<file path="src/hw/rtl/gcuwc_pkg.sv">
// ----------------------------------------------------------------------------
// gcuwc_pkg
// Shared types and constants of the grid cell union wall carver.
// ----------------------------------------------------------------------------
package gcuwc_pkg;

  localparam int MAX_SIDE_DEF  = 32;
  localparam int MAX_CELLS_DEF = 1024;

  localparam int GRID_SIDE_W = 6;   // grid_side register
  localparam int SIDE_W      = 7;   // effective side, at most 63
  localparam int COORD_W     = 5;
  localparam int DIR_W       = 2;
  localparam int WALL_W      = 7;
  localparam int COUNT_W     = 11;
  localparam int AREA_W      = 14;  // side*side and cell positions
  localparam int CFG_ADDR_W  = 3;
  localparam int CFG_DATA_W  = 32;

  localparam logic [GRID_SIDE_W-1:0] GRID_SIDE_RST = GRID_SIDE_W'(32);

  // word index of a register within the config space (paddr[2])
  localparam logic REG_GRID_SIDE = 1'b0;

  typedef enum logic [DIR_W-1:0] {
    DIR_LEFT  = 2'd0,
    DIR_RIGHT = 2'd1,
    DIR_UP    = 2'd2,
    DIR_DOWN  = 2'd3
  } dir_t;

  typedef enum logic [2:0] {
    ST_IDLE,
    ST_CALC,
    ST_LOOKUP,
    ST_MERGE,
    ST_OUT
  } state_t;

  typedef struct packed {
    logic init;      // load identity labels
    logic relabel;   // replace la with lb while shifting
  } ring_ctl_t;

  typedef struct packed {
    dir_t               direction;
    logic [COORD_W-1:0] cell_col;
    logic [COORD_W-1:0] cell_row;
  } in_item_t;

  typedef struct packed {
    logic               done_res;
    logic [COUNT_W-1:0] sets_left;
    logic [WALL_W-1:0]  wall_col;
    logic [WALL_W-1:0]  wall_row;
    logic               ignored;
    logic               carved;
  } out_item_t;

endpackage

</file>
<file path="src/hw/rtl/gcuwc_cell.sv">
// ----------------------------------------------------------------------------
// gcuwc_cell
// One label cell of the rotating label ring.
// ----------------------------------------------------------------------------
module gcuwc_cell #(
  parameter int          IW   = 10,
  parameter int unsigned INIT = 0
) (
  input  logic                 clk,
  input  gcuwc_pkg::ring_ctl_t ring_ctl,
  input  logic [IW-1:0]        la,
  input  logic [IW-1:0]        lb,
  input  logic [IW-1:0]        label_in,
  output logic [IW-1:0]        label_r
);

  logic [IW-1:0] label_nxt;

  always_comb begin
    if (ring_ctl.init) begin
      label_nxt = IW'(INIT);
    end else if (ring_ctl.relabel && (label_in == la)) begin
      label_nxt = lb;
    end else begin
      label_nxt = label_in;
    end
  end

  always_ff @(posedge clk) begin
    label_r <= label_nxt;
  end

endmodule

</file>
<file path="config.mk">
export PLATFORM = sky130hd
export DESIGN_NAME = gcuwc_cell
export DESIGN_NICKNAME = d
export VERILOG_FILES = /design/src/hw/rtl/gcuwc_pkg.sv /design/src/hw/rtl/gcuwc_cell.sv
export SDC_FILE = /design/constraint.sdc
export NUM_CORES = 1
export LEC_CHECK = 0
export ABC_CLOCK_PERIOD_IN_PS = 1500
export BUFFER_PORTS_ARGS = -buffer_cell sky130_fd_sc_hd__buf_2
export CORE_MARGIN = 10
export CORE_UTILIZATION = 40
export DETAILED_ROUTE_END_ITERATION = 7
export PLACE_DENSITY = 0.81
export SLEW_MARGIN = 20
export SYNTH_ARGS = -nofsm -noshare
export SYNTH_HDL_FRONTEND = slang
export SYNTH_SLANG_ARGS = --single-unit
export TNS_END_PERCENT = 20
</file>
<file path="constraint.sdc">
create_clock -name clk -period 1.5 [get_ports clk]
set_input_delay 0.225 -clock clk [delete_from_list [all_inputs] [get_ports clk]]
set_output_delay 0.225 -clock clk [all_outputs]
set_load 0.01 [all_outputs]
</file>
Yosys cells after proc, flatten, opt, wreduce, memory -nomap -nowiden
Cells that the tools add are included.

word-level totals
  input port bits = 33
  word-level logic and storage cells = 4
  bits in registers = 10
  output and inout port bits = 10

cells by class
  eq/ne operators = 1
  mux-type cells = 1
  reduce and logical (&&, ||, !) cells = 1

operators by type and width
  kind                 number
  $eq A10 B10 Y1       1
  $mux W10             1
  $logic_and A1 B1 Y1  1

Depth between registers and ports, before layout
Gate-level depths: netlist of run 1.

  word-level depth = 3
  mapped depth = 5
  depth with buffers taken out = 4

Least setup slack after synthesis of run 1
Ideal clock, no wire load.

  path kind = input-to-reg
  start = input la[3]
  end = register label_r[0]
  library setup time = 0.072 ns
  stages = 5
  data required time = 1.428 ns
  slack = 0.428 ns
  arrival time = 1.001 ns
  path buffers = 1
  cell sequence = xnor2_1 > nand4_1 > nor3_2 > buf_6 > mux2i_1

on the way
  word-level cells in the longest chain between the ends = 3

RTL lines
  item                  line              RTL
  start, declared       gcuwc_cell.sv:11  input logic [IW-1:0] la,
  $eq A10 B10 Y1        gcuwc_cell.sv:22  end else if (ring_ctl.relabel && (label_in == la)) begin
  $logic_and A1 B1 Y1   gcuwc_cell.sv:22
  $mux W10              gcuwc_cell.sv:22
  end signal, assigned  gcuwc_cell.sv:30  label_r <= label_nxt;
  end, declared         gcuwc_cell.sv:14  output logic [IW-1:0] label_r

No other way between the ends.
A chain may end at the register's enable or synchronous reset.

Worst setup path after layout of run 1
  start = input label_in[1]
  end = register label_r[4]

on the way
  word-level cells in the longest chain between the ends = 3

RTL lines
  item                 line              RTL
  start, declared      gcuwc_cell.sv:13  input logic [IW-1:0] label_in,
  $eq A10 B10 Y1       gcuwc_cell.sv:22
  $logic_and A1 B1 Y1  gcuwc_cell.sv:22
  $mux W10             gcuwc_cell.sv:22

No other way between the ends.

==> impl_metrics.toml, run 1 <==
[route]
first_pass_iters = 4
routed_wl_mm = 1.59
via_count = 540
avgViaCountPerCell = 4.62
drc = 0
drt-initial-drc-count = 4
final_antenna_net_count = 0
wl_per_cell_um = 13.6

[worst_setup_path]
crit_type = "in2reg"
cp.required_ps = 1690
cp-end-kind = "flop"
crit_arrival_ps = 1270
crit_fanout = 6
crit_path_start_kind = "primary input"

[floorplan]
die_w_um = 57.4
dieHeight_um = 57.4
num_rows = 13
io_pins = 43
core_area_mm2 = 0.00132
dieArea_mm2 = 0.00330
start_util = 0.425

[timing]
setup_tns_ps = 0
period_needed_ps = 1080
relSlewSlack = 0.837
final_hold_viol_count = 0
maxSlewViolCount = 0
hold_ws_ps = 214
clock.fmax_mhz = 927
setup_viol = 0
final.period_utilization = 0.719
max_slew.worst_pin.slew_ps = 244
rsz0062_at_grt = "false"

[cells_and_area]
largest_reg_flops = 10
fillers = 119
n_antenna_cell = 0
largestRegisters = "label_r (10)"
top_register = "label_r"
drive_above_1_share = 0.480
synthToLayoutAreaGrowth_pct = 46.7
nNetsFinal = 136

[logic_synthesis]
syn_inst = 57
ys_types = 10
seq_area_frac_synth = 0.357
syn_area_per_cell_um2 = 9.83
synth_area_um2 = 561
synth_top_cell_area_share = 0.357
yosys_warnings = 0
ys_ff_latch = 10
synth_top_area_cell = "dfxtp_1"
synth.area.top_cells = "dfxtp_1 (36%), nand2b_1 (21%), mux2i_1 (18%)"
synth_nets = 90

[clocking]
cts_setup_buffers = 0
cts_tree = "done"
numCtsBuffers = 3
cts_hold_buf = 0
cts_buffer_depth = 2
cts.clk_slew.worst_paths_ps = 70
ctsRootBufferMaster = "clkbuf_4"
cts_sinks = 10
h-tree-depth = 1
cts_resized = 0

[global_routing]
groute.usage.overall = 0.0931
grt_max_degree = 21
grt.overflow.total = 0
antenna_found_initial = 0
grt_pass1_wl_mm = 2.48
grt_pass1_vias = 536

[power_and_ir_drop]
swShare = 0.236
p_int_mw = 0.503
p_leak_nw = 0.379
p_seq_frac = 0.429
switching_power_mw = 0.155
pwr-share-clk = 0.368
combPwrFrac = 0.203
peakVddDrop_v = 0.000404
p_per_area_mw_per_mm2 = 801

[placement]
port_buffers = 42
gp_congestion = 0.773

[job]
max_cap_viol_count = 0

[status]
outcome = "finished clean"

[min_path]
holdCritPathClass = "in2reg"
-- cell usage after synthesis --
cell      number
nand4_1        2
xnor2_1       10
clkbuf_1       2
nand3_1        1
dfxtp_1       10
nor3_2         1
or2b_1         1
buf_6          1
nand2b_1      19
mux2i_1       10
-- per-stage QoR --
stage	std cells	power, mW	setup slack, ps	area, um2	util
floorplan	57	0.354	428	561	-
global placement	113	0.420	265	786	0.596
detailed placement	113	0.424	139	786	0.596
CTS	117	0.664	403	822	0.624
global route	117	0.692	286	822	0.624
finish	117	0.658	421	822	0.624
-- worst paths after layout --
kind        start               endpoint  slack, ps  depth (start not counted)
max   label_in[1]  label_r[4]$_SDFF_PP0_        420                          6
min         lb[2]  label_r[2]$_SDFF_PP0_        210                          3
-- cells in the final DEF (no fill, tap or decap), drive strengths merged --
master and n:
buf 44, nand2b 19, xnor2 10, mux2i 10, dfxtp 10, clkbuf 4, nand4 2, nand3 1
nor3 1, or2b 1
-- power groups by stage --
| stage | combinational, mW | sequential (mW) | clock [mW] |
|---|---|---|---|
| floorplan | 0.0569 | 0.297 | 0 |
| CTS | 0.136 | 0.282 | 0.246 |
| finish | 0.134 | 0.282 | 0.242 |
| global route | 0.148 | 0.284 | 0.261 |
| detailed placement | 0.135 | 0.289 | 0 |
| global placement | 0.132 | 0.289 | 0 |
-- logic make-up after synthesis --
| family | count (synthesis) | synth area share |
|---|---|---|
| simple gates | 24 | 0.275 |
| xor+xnor | 10 | 0.156 |
| mux | 10 | 0.179 |
| buf+inv | 3 | 0.0335 |
| flops | 10 | 0.357 |
-- layer usage --
metal  global-route usage  part of all wire  vias to the layer above
met1               0.0923              0.35                      248
met2                0.169              0.58                       17
met4               0.0503            0.0088                        0
met5                    0                 0                        -
met3               0.0265             0.067                        2
li1                     -                 -                      273
-- layout make-up --
type | count | area [um2] | share of cell area
multi-input cells | 44 | 342 | 0.416
flip-flops and latches | 10 | 200 | 0.244
repair buffers | 44 | 225 | 0.274
clock buffers | 4 | 36.3 | 0.0441
well taps | 15 | 18.8 | 0.0228
-- critical path: stages --
cell and delay (ps):
buf_2 110, xnor2_1 170, nand4_1 130, nor3_2 240, buf_4 200, mux2i_1 190
Power figures use the tool's default switching activity.
==> run 2, diff against run 1 <==
Settings changed: ABC_CLOCK_PERIOD_IN_PS 1500 to 900, CORE_UTILIZATION 40 to 34, PLACE_DENSITY 0.81 to 0.73.
Clock period 1.5 ns to 0.9 ns, I/O delays scaled along.
==> impl_metrics.toml, run 2 (same netlist as run 1, synthesis figures left out) <==
[global_routing]
grt_pass1_wl_mm = 2.70
grt_pass1_vias = 649
grt.overflow.total = 0
groute.usage.overall = 0.0954
antenna_found_initial = 0
grt_max_degree = 21

[power_and_ir_drop]
swShare = 0.236
pwr-share-clk = 0.269
peakVddDrop_v = 0.000565
combPwrFrac = 0.290
p_per_area_mw_per_mm2 = 1080
switching_power_mw = 0.252
p_seq_frac = 0.442
p_int_mw = 0.815
p_leak_nw = 0.472

[cells_and_area]
nNetsFinal = 143
top_register = "label_r"
drive_above_1_share = 0.583
largest_reg_flops = 10
fillers = 142
n_antenna_cell = 0
mostFrequentLayoutCells = "buf_2 (32), nand2b_1 (19), buf_6 (11)"
final_common_cell = "buf_2"
synthToLayoutAreaGrowth_pct = 76.3
largestRegisters = "label_r (10)"

[worst_setup_path]
crit_arrival_ps = 1110
crit_path_start_kind = "primary input"
cp.required_ps = 1080
crit_type = "in2reg"
crit_fanout = 6
cp-end-kind = "flop"

[timing]
setup_viol = 10
clock.fmax_mhz = 1070
final.period_utilization = 1.04
period_needed_ps = 936
relSlewSlack = 0.835
setup_tns_ps = -229
fin_ws_ps = -35.7
final_hold_viol_count = 0
rsz0062_at_grt = "true"
maxSlewViolCount = 0
max_slew.worst_pin.slew_ps = 248

[clocking]
cts_hold_buf = 0
cts_sinks = 10
numCtsBuffers = 3
cts_buffer_depth = 2
ctsRootBufferMaster = "clkbuf_4"
h-tree-depth = 1
cts_setup_buffers = 0
cts_tree = "done"
cts.clk_slew.worst_paths_ps = 60

[job]
max_cap_viol_count = 0

[floorplan]
dieArea_mm2 = 0.00367
dieHeight_um = 60.6
io_pins = 43
die_w_um = 60.6
num_rows = 14
start_util = 0.364
core_area_mm2 = 0.00154

[placement]
gp_congestion = 0.744
place_ws_ps = -307
port_buffers = 42

[route]
wl_per_cell_um = 14.1
first_pass_iters = 2
final_antenna_net_count = 0
routed_wl_mm = 1.75
via_count = 578
drc = 0
drt-initial-drc-count = 4
avgViaCountPerCell = 4.66

[min_path]
holdCritPathClass = "in2reg"

[status]
outcome = "complete, but fails checks"
violations = "negative setup slack"
==> run 2: critical path, stage by stage <==
cell and delay, ps:
buf_6 100, xnor2_2 140, nand4_1 130, nor3_2 240
buf_6 170, mux2i_1 190
==> run 2: final timing paths <==
check | depth (start not counted) | end | start
max | 6 | label_r[3]$_SDFF_PP0_ | label_in[7]
min | 3 | label_r[0]$_SDFF_PP0_ | lb[0]
==> run 2: per-layer routing <==
metal	GRT usage	wire, um
met5	0	0
met4	0.0188	6
met3	0.0626	190
met2	0.164	968
met1	0.0947	586
==> run 2: repair_timing <==
action | 4_1_cts | 5_1_grt
gates resized for setup | 7 | 14
setup endpoints to repair | 7 | 10
endpoints found under the hold margin | 0 | 0
pin swaps | 7 | 9
gates cloned | 0 | 0
==> run 2: final cells by class <==
cell class              count  area, um2  share of cell area
clock buffers               3       22.5              0.0228
repair buffers             51        344               0.348
flip-flops and latches     10        200               0.203
well taps                  16       20.0              0.0203
multi-input cells          44        402               0.406
==> run 2: power groups by stage <==
| stage | registers [mW] | logic [mW] | clock network (mW) |
|---|---|---|---|
| after floorplan | 0.495 | 0.103 | 0 |
| after global placement | 0.481 | 0.257 | 0 |
| after detailed placement | 0.482 | 0.261 | 0 |
| after CTS | 0.472 | 0.281 | 0.297 |
| after global routing | 0.474 | 0.338 | 0.311 |
| final | 0.472 | 0.309 | 0.287 |
==> run 2: stage by stage <==
step / cell area [um2] / hold WS [ps] / instances / util / total power [mW]
2_1_floorplan: 583 / 287 / 57 / - / 0.599
3_3_place_gp: 862 / 400 / 121 / 0.559 / 0.738
3_5_place_dp: 862 / 408 / 121 / 0.559 / 0.743
4_1_cts: 925 / 135 / 124 / 0.600 / 1.05
5_1_grt: 988 / 145 / 124 / 0.641 / 1.12
6_report: 988 / 138 / 124 / 0.641 / 1.07
