## config.mk

```make
export PLATFORM = sky130hd
export DESIGN_NAME = gcuwc_ctrl
export DESIGN_NICKNAME = d
export VERILOG_FILES = /design/src/hw/rtl/gcuwc_pkg.sv /design/src/hw/rtl/gcuwc_ctrl.sv
export SDC_FILE = /design/constraint.sdc
export NUM_CORES = 1
export LEC_CHECK = 0
export ABC_CLOCK_PERIOD_IN_PS = 10610
export BUFFER_PORTS_ARGS = -buffer_cell sky130_fd_sc_hd__buf_4
export CAP_MARGIN = 20
export CORE_MARGIN = 5
export CORE_UTILIZATION = 45
export DETAILED_ROUTE_END_ITERATION = 7
export PLACE_DENSITY_LB_ADDON = 0.15
export SLEW_MARGIN = 25
export SYNTH_ARGS = -nofsm -noshare
export SYNTH_HDL_FRONTEND = slang
export SYNTH_SLANG_ARGS = --single-unit
```

## constraint.sdc

```tcl
create_clock -name clk -period 10.61 [get_ports clk]
set_input_delay 3.183 -clock clk [delete_from_list [all_inputs] [get_ports clk]]
set_output_delay 3.183 -clock clk [all_outputs]
set_load 0.05 [all_outputs]
```

## src/hw/rtl/gcuwc_pkg.sv

```systemverilog
// ----------------------------------------------------------------------------
// gcuwc_pkg
// Shared types and constants of the grid cell union wall carver.
// ----------------------------------------------------------------------------
package gcuwc_pkg;

  localparam int MAX_SIDE_DEF  = 32;
  localparam int MAX_CELLS_DEF = 1024;

  localparam int GRID_SIDE_W = 6;   // grid_side register
  localparam int SIDE_W      = 7;   // effective side, at most 63
  localparam int COORD_W     = 5;
  localparam int DIR_W       = 2;
  localparam int WALL_W      = 7;
  localparam int COUNT_W     = 11;
  localparam int AREA_W      = 14;  // side*side and cell positions
  localparam int CFG_ADDR_W  = 3;
  localparam int CFG_DATA_W  = 32;

  localparam logic [GRID_SIDE_W-1:0] GRID_SIDE_RST = GRID_SIDE_W'(32);

  // word index of a register within the config space (paddr[2])
  localparam logic REG_GRID_SIDE = 1'b0;

  typedef enum logic [DIR_W-1:0] {
    DIR_LEFT  = 2'd0,
    DIR_RIGHT = 2'd1,
    DIR_UP    = 2'd2,
    DIR_DOWN  = 2'd3
  } dir_t;

  typedef enum logic [2:0] {
    ST_IDLE,
    ST_CALC,
    ST_LOOKUP,
    ST_MERGE,
    ST_OUT
  } state_t;

  typedef struct packed {
    logic init;      // load identity labels
    logic relabel;   // replace la with lb while shifting
  } ring_ctl_t;

  typedef struct packed {
    dir_t               direction;
    logic [COORD_W-1:0] cell_col;
    logic [COORD_W-1:0] cell_row;
  } in_item_t;

  typedef struct packed {
    logic               done_res;
    logic [COUNT_W-1:0] sets_left;
    logic [WALL_W-1:0]  wall_col;
    logic [WALL_W-1:0]  wall_row;
    logic               ignored;
    logic               carved;
  } out_item_t;

endpackage

```

## src/hw/rtl/gcuwc_ctrl.sv

```systemverilog
// ----------------------------------------------------------------------------
// gcuwc_ctrl
// Config register, item sequencer, ring position tracking and result register.
// ----------------------------------------------------------------------------
module gcuwc_ctrl #(
  parameter int MAX_SIDE  = gcuwc_pkg::MAX_SIDE_DEF,
  parameter int MAX_CELLS = gcuwc_pkg::MAX_CELLS_DEF,
  parameter int IW        = $clog2(MAX_CELLS)
) (
  input  logic                                 clk,
  input  logic                                 rst_n,
  input  logic                                 cfg_wr_en,
  input  logic [gcuwc_pkg::GRID_SIDE_W-1:0]    cfg_wdata,
  output logic [gcuwc_pkg::GRID_SIDE_W-1:0]    grid_side,
  input  logic                                 in_valid,
  output logic                                 in_ready,
  input  gcuwc_pkg::in_item_t                  in_item,
  output logic                                 out_valid,
  input  logic                                 out_ready,
  output gcuwc_pkg::out_item_t                 out_item,
  input  logic [IW-1:0]                        head_label,
  output gcuwc_pkg::ring_ctl_t                 ring_ctl,
  output logic [IW-1:0]                        la,
  output logic [IW-1:0]                        lb
);

  localparam int SW = gcuwc_pkg::SIDE_W;
  localparam int AW = gcuwc_pkg::AREA_W;
  localparam int CW = gcuwc_pkg::COUNT_W;
  localparam int WW = gcuwc_pkg::WALL_W;
  localparam logic [SW-1:0] MAX_SIDE_C  = SW'(MAX_SIDE);
  localparam logic [AW-1:0] MAX_CELLS_C = AW'(MAX_CELLS);
  localparam logic [IW-1:0] LAST_POS    = IW'(MAX_CELLS - 1);

  gcuwc_pkg::state_t    state_r, state_nxt;
  logic [gcuwc_pkg::GRID_SIDE_W-1:0] grid_side_r;
  logic                 restart_r;
  logic [IW-1:0]        rot_r, rot_nxt;
  gcuwc_pkg::in_item_t  item_r;
  logic [IW-1:0]        a_r, b_r;
  logic                 ign_r, carved_r;
  logic [WW-1:0]        wr_r, wc_r;
  logic                 got_a_r, got_b_r;
  logic [IW-1:0]        la_r, lb_r;
  logic [CW-1:0]        count_r;
  logic                 out_valid_r;
  gcuwc_pkg::out_item_t out_item_r;

  // effective side and starting set count
  logic [SW-1:0] side;
  logic [AW-1:0] area, area_cap;
  always_comb begin
    if (grid_side_r == '0) begin
      side = SW'(1);
    end else if ({1'b0, grid_side_r} > MAX_SIDE_C) begin
      side = MAX_SIDE_C;
    end else begin
      side = {1'b0, grid_side_r};
    end
    area     = AW'(side) * AW'(side);
    area_cap = (area > MAX_CELLS_C) ? MAX_CELLS_C : area;
  end

  // neighbor and position calculation
  logic [SW-1:0] rs, cs, nr, nc;
  logic          off;
  logic [AW-1:0] pos_a, pos_b;
  logic          in_range;
  always_comb begin
    rs  = SW'(item_r.cell_row);
    cs  = SW'(item_r.cell_col);
    nr  = rs;
    nc  = cs;
    off = (rs >= side) || (cs >= side);
    unique case (item_r.direction)
      gcuwc_pkg::DIR_LEFT: begin
        if (cs == '0) off = 1'b1;
        else nc = cs - SW'(1);
      end
      gcuwc_pkg::DIR_RIGHT: nc = cs + SW'(1);
      gcuwc_pkg::DIR_UP: begin
        if (rs == '0) off = 1'b1;
        else nr = rs - SW'(1);
      end
      gcuwc_pkg::DIR_DOWN: nr = rs + SW'(1);
      default: off = 1'b1;
    endcase
    if ((nr >= side) || (nc >= side)) off = 1'b1;
    pos_a    = AW'(rs) * AW'(side) + AW'(cs);
    pos_b    = AW'(nr) * AW'(side) + AW'(nc);
    in_range = (pos_a < MAX_CELLS_C) && (pos_b < MAX_CELLS_C);
  end

  // ring head lookups
  logic hit_a, hit_b, both_found, diff;
  assign hit_a      = (rot_r == a_r);
  assign hit_b      = (rot_r == b_r);
  assign both_found = (got_a_r || hit_a) && (got_b_r || hit_b);
  assign diff       = (la_r != lb_r);
  assign rot_nxt    = restart_r ? '0 : ((rot_r == LAST_POS) ? '0 : rot_r + IW'(1));

  logic out_free;
  assign out_free = !out_valid_r || out_ready;

  // next state
  always_comb begin
    state_nxt = state_r;
    unique case (state_r)
      gcuwc_pkg::ST_IDLE:   if (in_valid && in_ready) state_nxt = gcuwc_pkg::ST_CALC;
      gcuwc_pkg::ST_CALC:   state_nxt = (off || !in_range) ? gcuwc_pkg::ST_OUT
                                                           : gcuwc_pkg::ST_LOOKUP;
      gcuwc_pkg::ST_LOOKUP: if (both_found) state_nxt = gcuwc_pkg::ST_MERGE;
      gcuwc_pkg::ST_MERGE:  state_nxt = gcuwc_pkg::ST_OUT;
      gcuwc_pkg::ST_OUT:    if (out_free) state_nxt = gcuwc_pkg::ST_IDLE;
      default:              state_nxt = gcuwc_pkg::ST_IDLE;
    endcase
  end

  // outputs
  always_comb begin
    in_ready         = (state_r == gcuwc_pkg::ST_IDLE) && !restart_r;
    ring_ctl.init    = restart_r;
    ring_ctl.relabel = (state_r == gcuwc_pkg::ST_MERGE) && diff;
  end

  always_ff @(posedge clk) begin
    if (!rst_n) begin
      state_r     <= gcuwc_pkg::ST_IDLE;
      grid_side_r <= gcuwc_pkg::GRID_SIDE_RST;
      restart_r   <= 1'b1;
      rot_r       <= '0;
      out_valid_r <= 1'b0;
      got_a_r     <= 1'b0;
      got_b_r     <= 1'b0;
      count_r     <= '0;
    end else begin
      state_r   <= state_nxt;
      restart_r <= cfg_wr_en;
      rot_r     <= rot_nxt;
      if (cfg_wr_en) grid_side_r <= cfg_wdata;
      if (restart_r) count_r <= CW'(area_cap);
      else if ((state_r == gcuwc_pkg::ST_MERGE) && diff && (count_r > CW'(1)))
        count_r <= count_r - CW'(1);
      if (state_r == gcuwc_pkg::ST_CALC) begin
        got_a_r <= 1'b0;
        got_b_r <= 1'b0;
      end else if (state_r == gcuwc_pkg::ST_LOOKUP) begin
        if (hit_a) got_a_r <= 1'b1;
        if (hit_b) got_b_r <= 1'b1;
      end
      if ((state_r == gcuwc_pkg::ST_OUT) && out_free) out_valid_r <= 1'b1;
      else if (out_ready) out_valid_r <= 1'b0;
    end
  end

  always_ff @(posedge clk) begin
    if (in_valid && in_ready) item_r <= in_item;
    if (state_r == gcuwc_pkg::ST_CALC) begin
      a_r      <= IW'(pos_a);
      b_r      <= IW'(pos_b);
      ign_r    <= off || !in_range;
      carved_r <= 1'b0;
      wr_r     <= WW'(rs) + WW'(nr) + WW'(1);
      wc_r     <= WW'(cs) + WW'(nc) + WW'(1);
    end
    if (state_r == gcuwc_pkg::ST_LOOKUP) begin
      if (hit_a) la_r <= head_label;
      if (hit_b) lb_r <= head_label;
    end
    if (state_r == gcuwc_pkg::ST_MERGE) carved_r <= diff;
    if ((state_r == gcuwc_pkg::ST_OUT) && out_free) begin
      out_item_r.carved    <= carved_r;
      out_item_r.ignored   <= ign_r;
      out_item_r.wall_row  <= carved_r ? wr_r : '0;
      out_item_r.wall_col  <= carved_r ? wc_r : '0;
      out_item_r.sets_left <= count_r;
      out_item_r.done_res  <= (count_r == CW'(1));
    end
  end

  assign grid_side = grid_side_r;
  assign out_valid = out_valid_r;
  assign out_item  = out_item_r;
  assign la        = la_r;
  assign lb        = lb_r;

  a_merge_found: assert property (@(posedge clk) disable iff (!rst_n)
    (state_r == gcuwc_pkg::ST_MERGE) |-> (got_a_r && got_b_r))
    else $error("merge entered before both labels were captured");

  a_count_dec: assert property (@(posedge clk) disable iff (!rst_n)
    ((state_r == gcuwc_pkg::ST_MERGE) && diff && (count_r > CW'(1)) && !restart_r)
      |=> (count_r == CW'($past(count_r) - CW'(1))))
    else $error("set count did not drop after a merge");

  a_carve_excl: assert property (@(posedge clk) disable iff (!rst_n)
    out_valid_r |-> !(out_item_r.carved && out_item_r.ignored))
    else $error("result both carved and ignored");

  a_restart_idle: assert property (@(posedge clk) disable iff (!rst_n)
    restart_r |-> (state_r == gcuwc_pkg::ST_IDLE))
    else $error("grid restart while an item is in flight");

endmodule

```

# == Word level (Yosys, flattened, before mapping) ==
# Cells that the tools add are included.
# word_totals
memories,0
out_inout_bits,58
register_bits,130
mem_bits_rw,0
elab_cells,116
latchBits,0
rom_bits,0
in_bits,33
# classes
order_cmp,9
div,0
reduce_logical,29
mux,22
n_shift,0
n_mul,3
bitwise,1
n_addsub,12
n_eq_ne,15
# ops
op,n
11-bit 2-to-1 mux,3
7-bit case mux with 2 select lines,2
10-bit == test,2
3-bit case mux with 5 select lines,1
14-bit by 7-bit adder with 14-bit output,1
5-bit by 7-bit adder with 7-bit output,2
7-bit by 1-bit adder with 7-bit output (second input constant),2
5-bit by 7-bit >= comparator with 1-bit output,2
7-bit >= comparator,2
14-bit by 11-bit less-than comparator with 1-bit output (second input constant),1
7-bit by 7-bit multiplier with 14-bit output,1
7-bit 2-to-1 mux,2
12-bit by 5-bit adder with 13-bit output,1
13-bit by 11-bit less-than comparator with 1-bit output (second input constant),1
5-bit by 1-bit adder with 6-bit output (second input constant),2
12-bit by 11-bit > comparator with 1-bit output (second input constant),1
5-bit by 7-bit multiplier with 12-bit output,1
6-bit by 6-bit multiplier with 12-bit output,1
3-bit 2-to-1 mux,4
6-bit 2-to-1 mux,2
5-bit by 1-bit subtractor with 6-bit output (second input constant),2
11-bit by 1-bit == test with 1-bit output (second input constant),1
11-bit by 1-bit > comparator with 1-bit output (second input constant),1
11-bit by 1-bit subtractor with 11-bit output (second input constant),1
25 further kinds,52

# == Depth between registers and ports, before layout ==
# depth
word_depth,11
depth_mapped,23
mapped_depth_nobuf,23

# == Least setup slack after synthesis ==
# No wires, ideal clock.
# synth_path
path_kind,reg-to-reg
start,register item_r[1] (netlist name)
end,register ign_r (data pin)
setup_time_ns,0.272
arrival_ns,5.667
slack_ns,4.671
path_buffers,0
synth_period_minus_slack_ns,5.939
t_required_ns,10.338
stages_incl_launch_ff,22
cell_sequence,edfxtp_1 -> inv_2 -> ha_1 -> or4b_4 -> and3_4 -> a21oi_1 -> o21ai_1 -> ha_1 -> fa_1 -> inv_1 -> fa_1 -> inv_1 -> fa_1 -> inv_1 -> fa_1 -> inv_1 -> ha_1 -> o21a_1 -> o21a_1 -> a21oi_1 -> o31ai_1 -> or4_1
# synth_between
elab_chain_cells,9
elab_cells_between_ends,22
classes_between,4 x add/sub; 2 x mul; 4 x order compare; 6 x mux; 6 x reduce/logical
# synth_rtl
element,line,source
"start, declared",gcuwc_ctrl.sv:39,gcuwc_pkg::in_item_t item_r;
"start signal, assigned",gcuwc_ctrl.sv:157,if (in_valid && in_ready) item_r <= in_item;
5-bit by 1-bit subtractor with 6-bit output or 5-bit logical NOT (tied branches),"gcuwc_ctrl.sv:83, gcuwc_ctrl.sv:82",
7-bit 2-to-1 mux,gcuwc_ctrl.sv:82,if (rs == '0) off = 1'b1;
7-bit case mux with 2 select lines,gcuwc_ctrl.sv:75,unique case (item_r.direction)
7-bit by 7-bit multiplier with 14-bit output,gcuwc_ctrl.sv:90,pos_b = AW'(nr) * AW'(side) + AW'(nc);
14-bit by 7-bit adder with 14-bit output,gcuwc_ctrl.sv:90,
14-bit by 11-bit less-than comparator with 1-bit output,gcuwc_ctrl.sv:91,in_range = (pos_a < MAX_CELLS_C) && (pos_b < MAX_CELLS_C);
1-bit logical AND,gcuwc_ctrl.sv:91,
1-bit logical NOT,gcuwc_ctrl.sv:161,ign_r <= off || !in_range;
1-bit logical OR *,gcuwc_ctrl.sv:161,
"end signal, assigned",gcuwc_ctrl.sv:161,
"end, declared",gcuwc_ctrl.sv:41,"logic ign_r, carved_r;"
# Mark *: on every way between the ends. The rest lies on a longest branch, timed or not.
# A chain may end at the register's enable or synchronous reset.

# == Worst setup path in the final report ==
# Same ends and word-level chain as after synthesis.

==> flow_metrics.py <==
metrics = {
    "setup_path": {
        "crit_fanout": 8,
        "cp-start-kind": "register",
        "arrival_ns": 6.55,
        "critical_path.endpoint_type": "register",
        "reg2reg_depth": 21,
        "crit_type": "register to register",
        "worstPathRequired_ns": 10.78,
    },
    "clock_tree": {
        "cts_tree": "built",
        "post_cts_resized": 0,
        "post_cts_buffers": 0,
        "root_buffer": "clkbuf_16",
        "clkTransAtPathRegs_ns": 0.07,
        "hold_buffers": 0,
        "htreeDepth": 4,
        "clock_sinks": 130,
        "clk_latency_ns": 0.43,
        "numCtsBuffers": 17,
        "clockBufferDepth": 2,
    },
    "floorplan": {
        "placeableCoreArea_um2": 22430,
        "die_h_um": 160.3,
        "rows": 55,
        "die-area_um2": 25700,
        "start_util_pct": 45.32,
        "chipWidth_um": 160.3,
        "io_pins": 91,
    },
    "routing": {
        "dr.pass1.iters": 6,
        "wl_per_cell_um": 17.84,
        "wirelength_um": 24730,
        "ant_nets": 0,
        "vias": 7485,
        "drc": 0,
        "drt_first_iter_violations": 497,
        "vias_per_cell": 5.400,
    },
    "synth": {
        "synthCells": 997,
        "seq_area_frac_synth_pct": 35.05,
        "synth_edf_count": 96,
        "syn-cell-area_um2": 10170,
        "synth_top_family_by_area": "adder cells",
        "synth_area_per_cell_um2": 10.20,
        "synthArstFlopShare_pct": 0,
        "yosysWarningCount": 0,
        "synth_simple_gate_area_share_pct": 15.22,
        "synthMuxAreaShare_pct": 1.095,
        "synth-compound-area-share_pct": 10.52,
        "yosys.cell_types.count": 77,
        "synth_top_flop_cell": "edfxtp_1",
        "synth_xor_area_share_pct": 5.772,
        "synth-adder-area-share_pct": 26.56,
        "ys_seq_elements": 130,
    },
    "global_route": {
        "grt_max_degree": 38,
        "track_usage_pct": 19.41,
        "grt-ovfl-total": 0,
        "grt_pass1_vias": 7346,
        "grt_pass1_wl_um": 39410,
        "antenna_found_initial": 1,
    },
    "layout": {
        "postLayoutCoreUtil_pct": 52.56,
        "fillers": 2058,
        "layout.cells.non_filler": 1386,
        "drive_gt1_share_pct": 14.26,
        "nets": 1305,
        "multi_input_comb_area_um2": 6052,
        "diodes": 0,
        "area_growth_pct": 15.97,
        "seq_area_um2": 3563,
    },
    "timing": {
        "fin_crit_sh_pct": 60.20,
        "tns_ns": 0,
        "fin_worst_hold_slack_ns": 0.4453,
        "worst_pin_slew_ns": 1.032,
        "final-max-slew-violation-count": 0,
        "skew_ns": 0.009528,
        "hold_viol_final": 0,
        "relSlewSlack_pct": 31.09,
        "max_freq_mhz": 156.6,
        "setup_viol": 0,
        "setup_ws_ns": 4.223,
        "finalCriticalPeriod_ns": 6.387,
        "rsz0062_at_grt": "false",
    },
    "worst_hold_path": {
        "hold_depth": 0,
        "hp-class": "register to register",
    },
    "power": {
        "power_density_nw_per_um2": 117.0,
        "ir_drop_mv": 0.09596,
        "power.static_leakage_nw": 5.246,
    },
    "place": {
        "finalWeightedCongestion": 0.9185,
        "dp_slack_ns": 4.277,
        "numPortBuffers": 90,
        "dp.cells": 1353,
        "hpwl_um": 18900,
    },
    "job": {
        "cap_violations": 0,
    },
    "outcome": {
        "status": "complete, no violations",
    },
}
-- flip-flops by register name, summed over array words and instances, names as in the netlist, 10 cells and up --
register,count
b_r,10
count_r,11
out_item,28
lb,10
la,10
rot_r,10
a_r,10
-- through the flow --
stage,cell area (um^2),total power (W)
after global routing,11790,0.001440
final,11790,0.001380
after floorplan,10190,0.0007158
after CTS,11760,0.001392
after global placement,11160,0.0007738
after detailed placement,11160,0.0007752
-- layout by cell type (no fill, tap or decap), types with 8 or more instances in the layout --
cell,Yosys,layout
o21ai_1,17,17
nor2_1,93,93
a211oi_1,9,9
nor3_1,18,18
a21o_1,9,9
ha_1,131,131
o21a_1,12,12
a21oi_1,23,23
nand2b_1,14,14
xnor2_1,38,38
nor2b_1,17,15
a31oi_1,8,8
nand2_1,49,49
mux2i_1,10,10
nand3_1,18,18
edfxtp_1,96,96
and3_1,8,8
nand4_1,10,10
xor2_1,29,29
clkbuf_16,0,17
inv_2,15,15
inv_1,106,106
fa_1,53,53
dfxtp_1,34,34
and2_1,30,30
o21ai_0,14,14
buf_4,1,96
nor4_1,13,13
-- where the power goes --
group	total [W]	internal [W]	switching (W)	leakage (nW)
sequential	0.000571	0.000558	0.0000135	1.14
combinational	0.000195	0.0000790	0.000116	3.82
clock	0.000613	0.000339	0.000274	0.293
total	0.00138	0.000976	0.000404	5.25
-- per-layer routing --
metal,wire length (um),share of wire (%),vias up,GRT usage [%]
li1,-,-,3664,-
met1,11650,47,3522,27.30
met2,10360,42,240,28.17
met3,1852,7.5,57,5.594
met4,850,3.4,2,7.978
met5,13,0.053,-,0
-- area by class of cell --
cell class | instances | area share [%]
Inverter | 123 | 3.926
Multi-Input combinational cell | 719 | 51.33
Sequential cell | 130 | 30.22
Clock buffer | 17 | 3.608
Clock inverter | 15 | 1.549
Tap cell | 285 | 3.024
Timing Repair Buffer | 97 | 6.346
-- synth_stat cells (all sizes together) (10+ instances only) --
master,instances,share of area [%]
o21ai,31,1.5
xor2,29,2.5
nor3,18,0.89
fa,53,10
nand4,10,0.62
a21oi,23,1.1
nand2b,14,0.86
edfxtp,96,28
xnor2,38,3.3
nand3,18,0.89
nand2,49,1.8
ha,131,16
nor4,13,0.80
dfxtp,34,6.7
nor2b,17,1.0
o21a,12,0.89
mux2i,10,0.98
and2,31,1.9
inv,121,4.5
clkbuf,28,1.0
nor2,94,3.5
-- cell families after synthesis --
| logic type | after synthesis |
|---|---|
| other | 2 |
| buffers and inverters | 153 |
| muxes | 11 |
| and+or+nand+nor | 301 |
| AOI/OAI and AO/OA | 149 |
| DFF | 130 |
| xor gates and xnor gates | 67 |
| adders and majority gates | 184 |
-- worst paths after layout --
check / endpoint / from / slack, ns
setup / recovery: ign_r / item_r[1] / 4.22
hold / removal: out_item[1] / ign_r / 0.45
setup reg to reg: ign_r / item_r[1] / 4.22
hold reg to reg: out_item[1] / ign_r / 0.45
-- critical path: stages (launching register included) --
cell,delay (ns)
edfxtp_1,0.52
inv_2,0.19
ha_1,0.24
or4b_4,0.49
and3_4,0.17
a21oi_1,0.11
o21ai_1,0.20
ha_1,0.33
fa_1,0.53
inv_1,0.05
fa_1,0.47
inv_1,0.06
fa_1,0.52
inv_1,0.05
fa_1,0.53
inv_1,0.04
ha_1,0.35
o2111ai_1,0.15
nand4_1,0.14
a221oi_1,0.36
nor2_1,0.08
or4_1,0.51
Note: power is estimated with default switching activity, not from simulation.
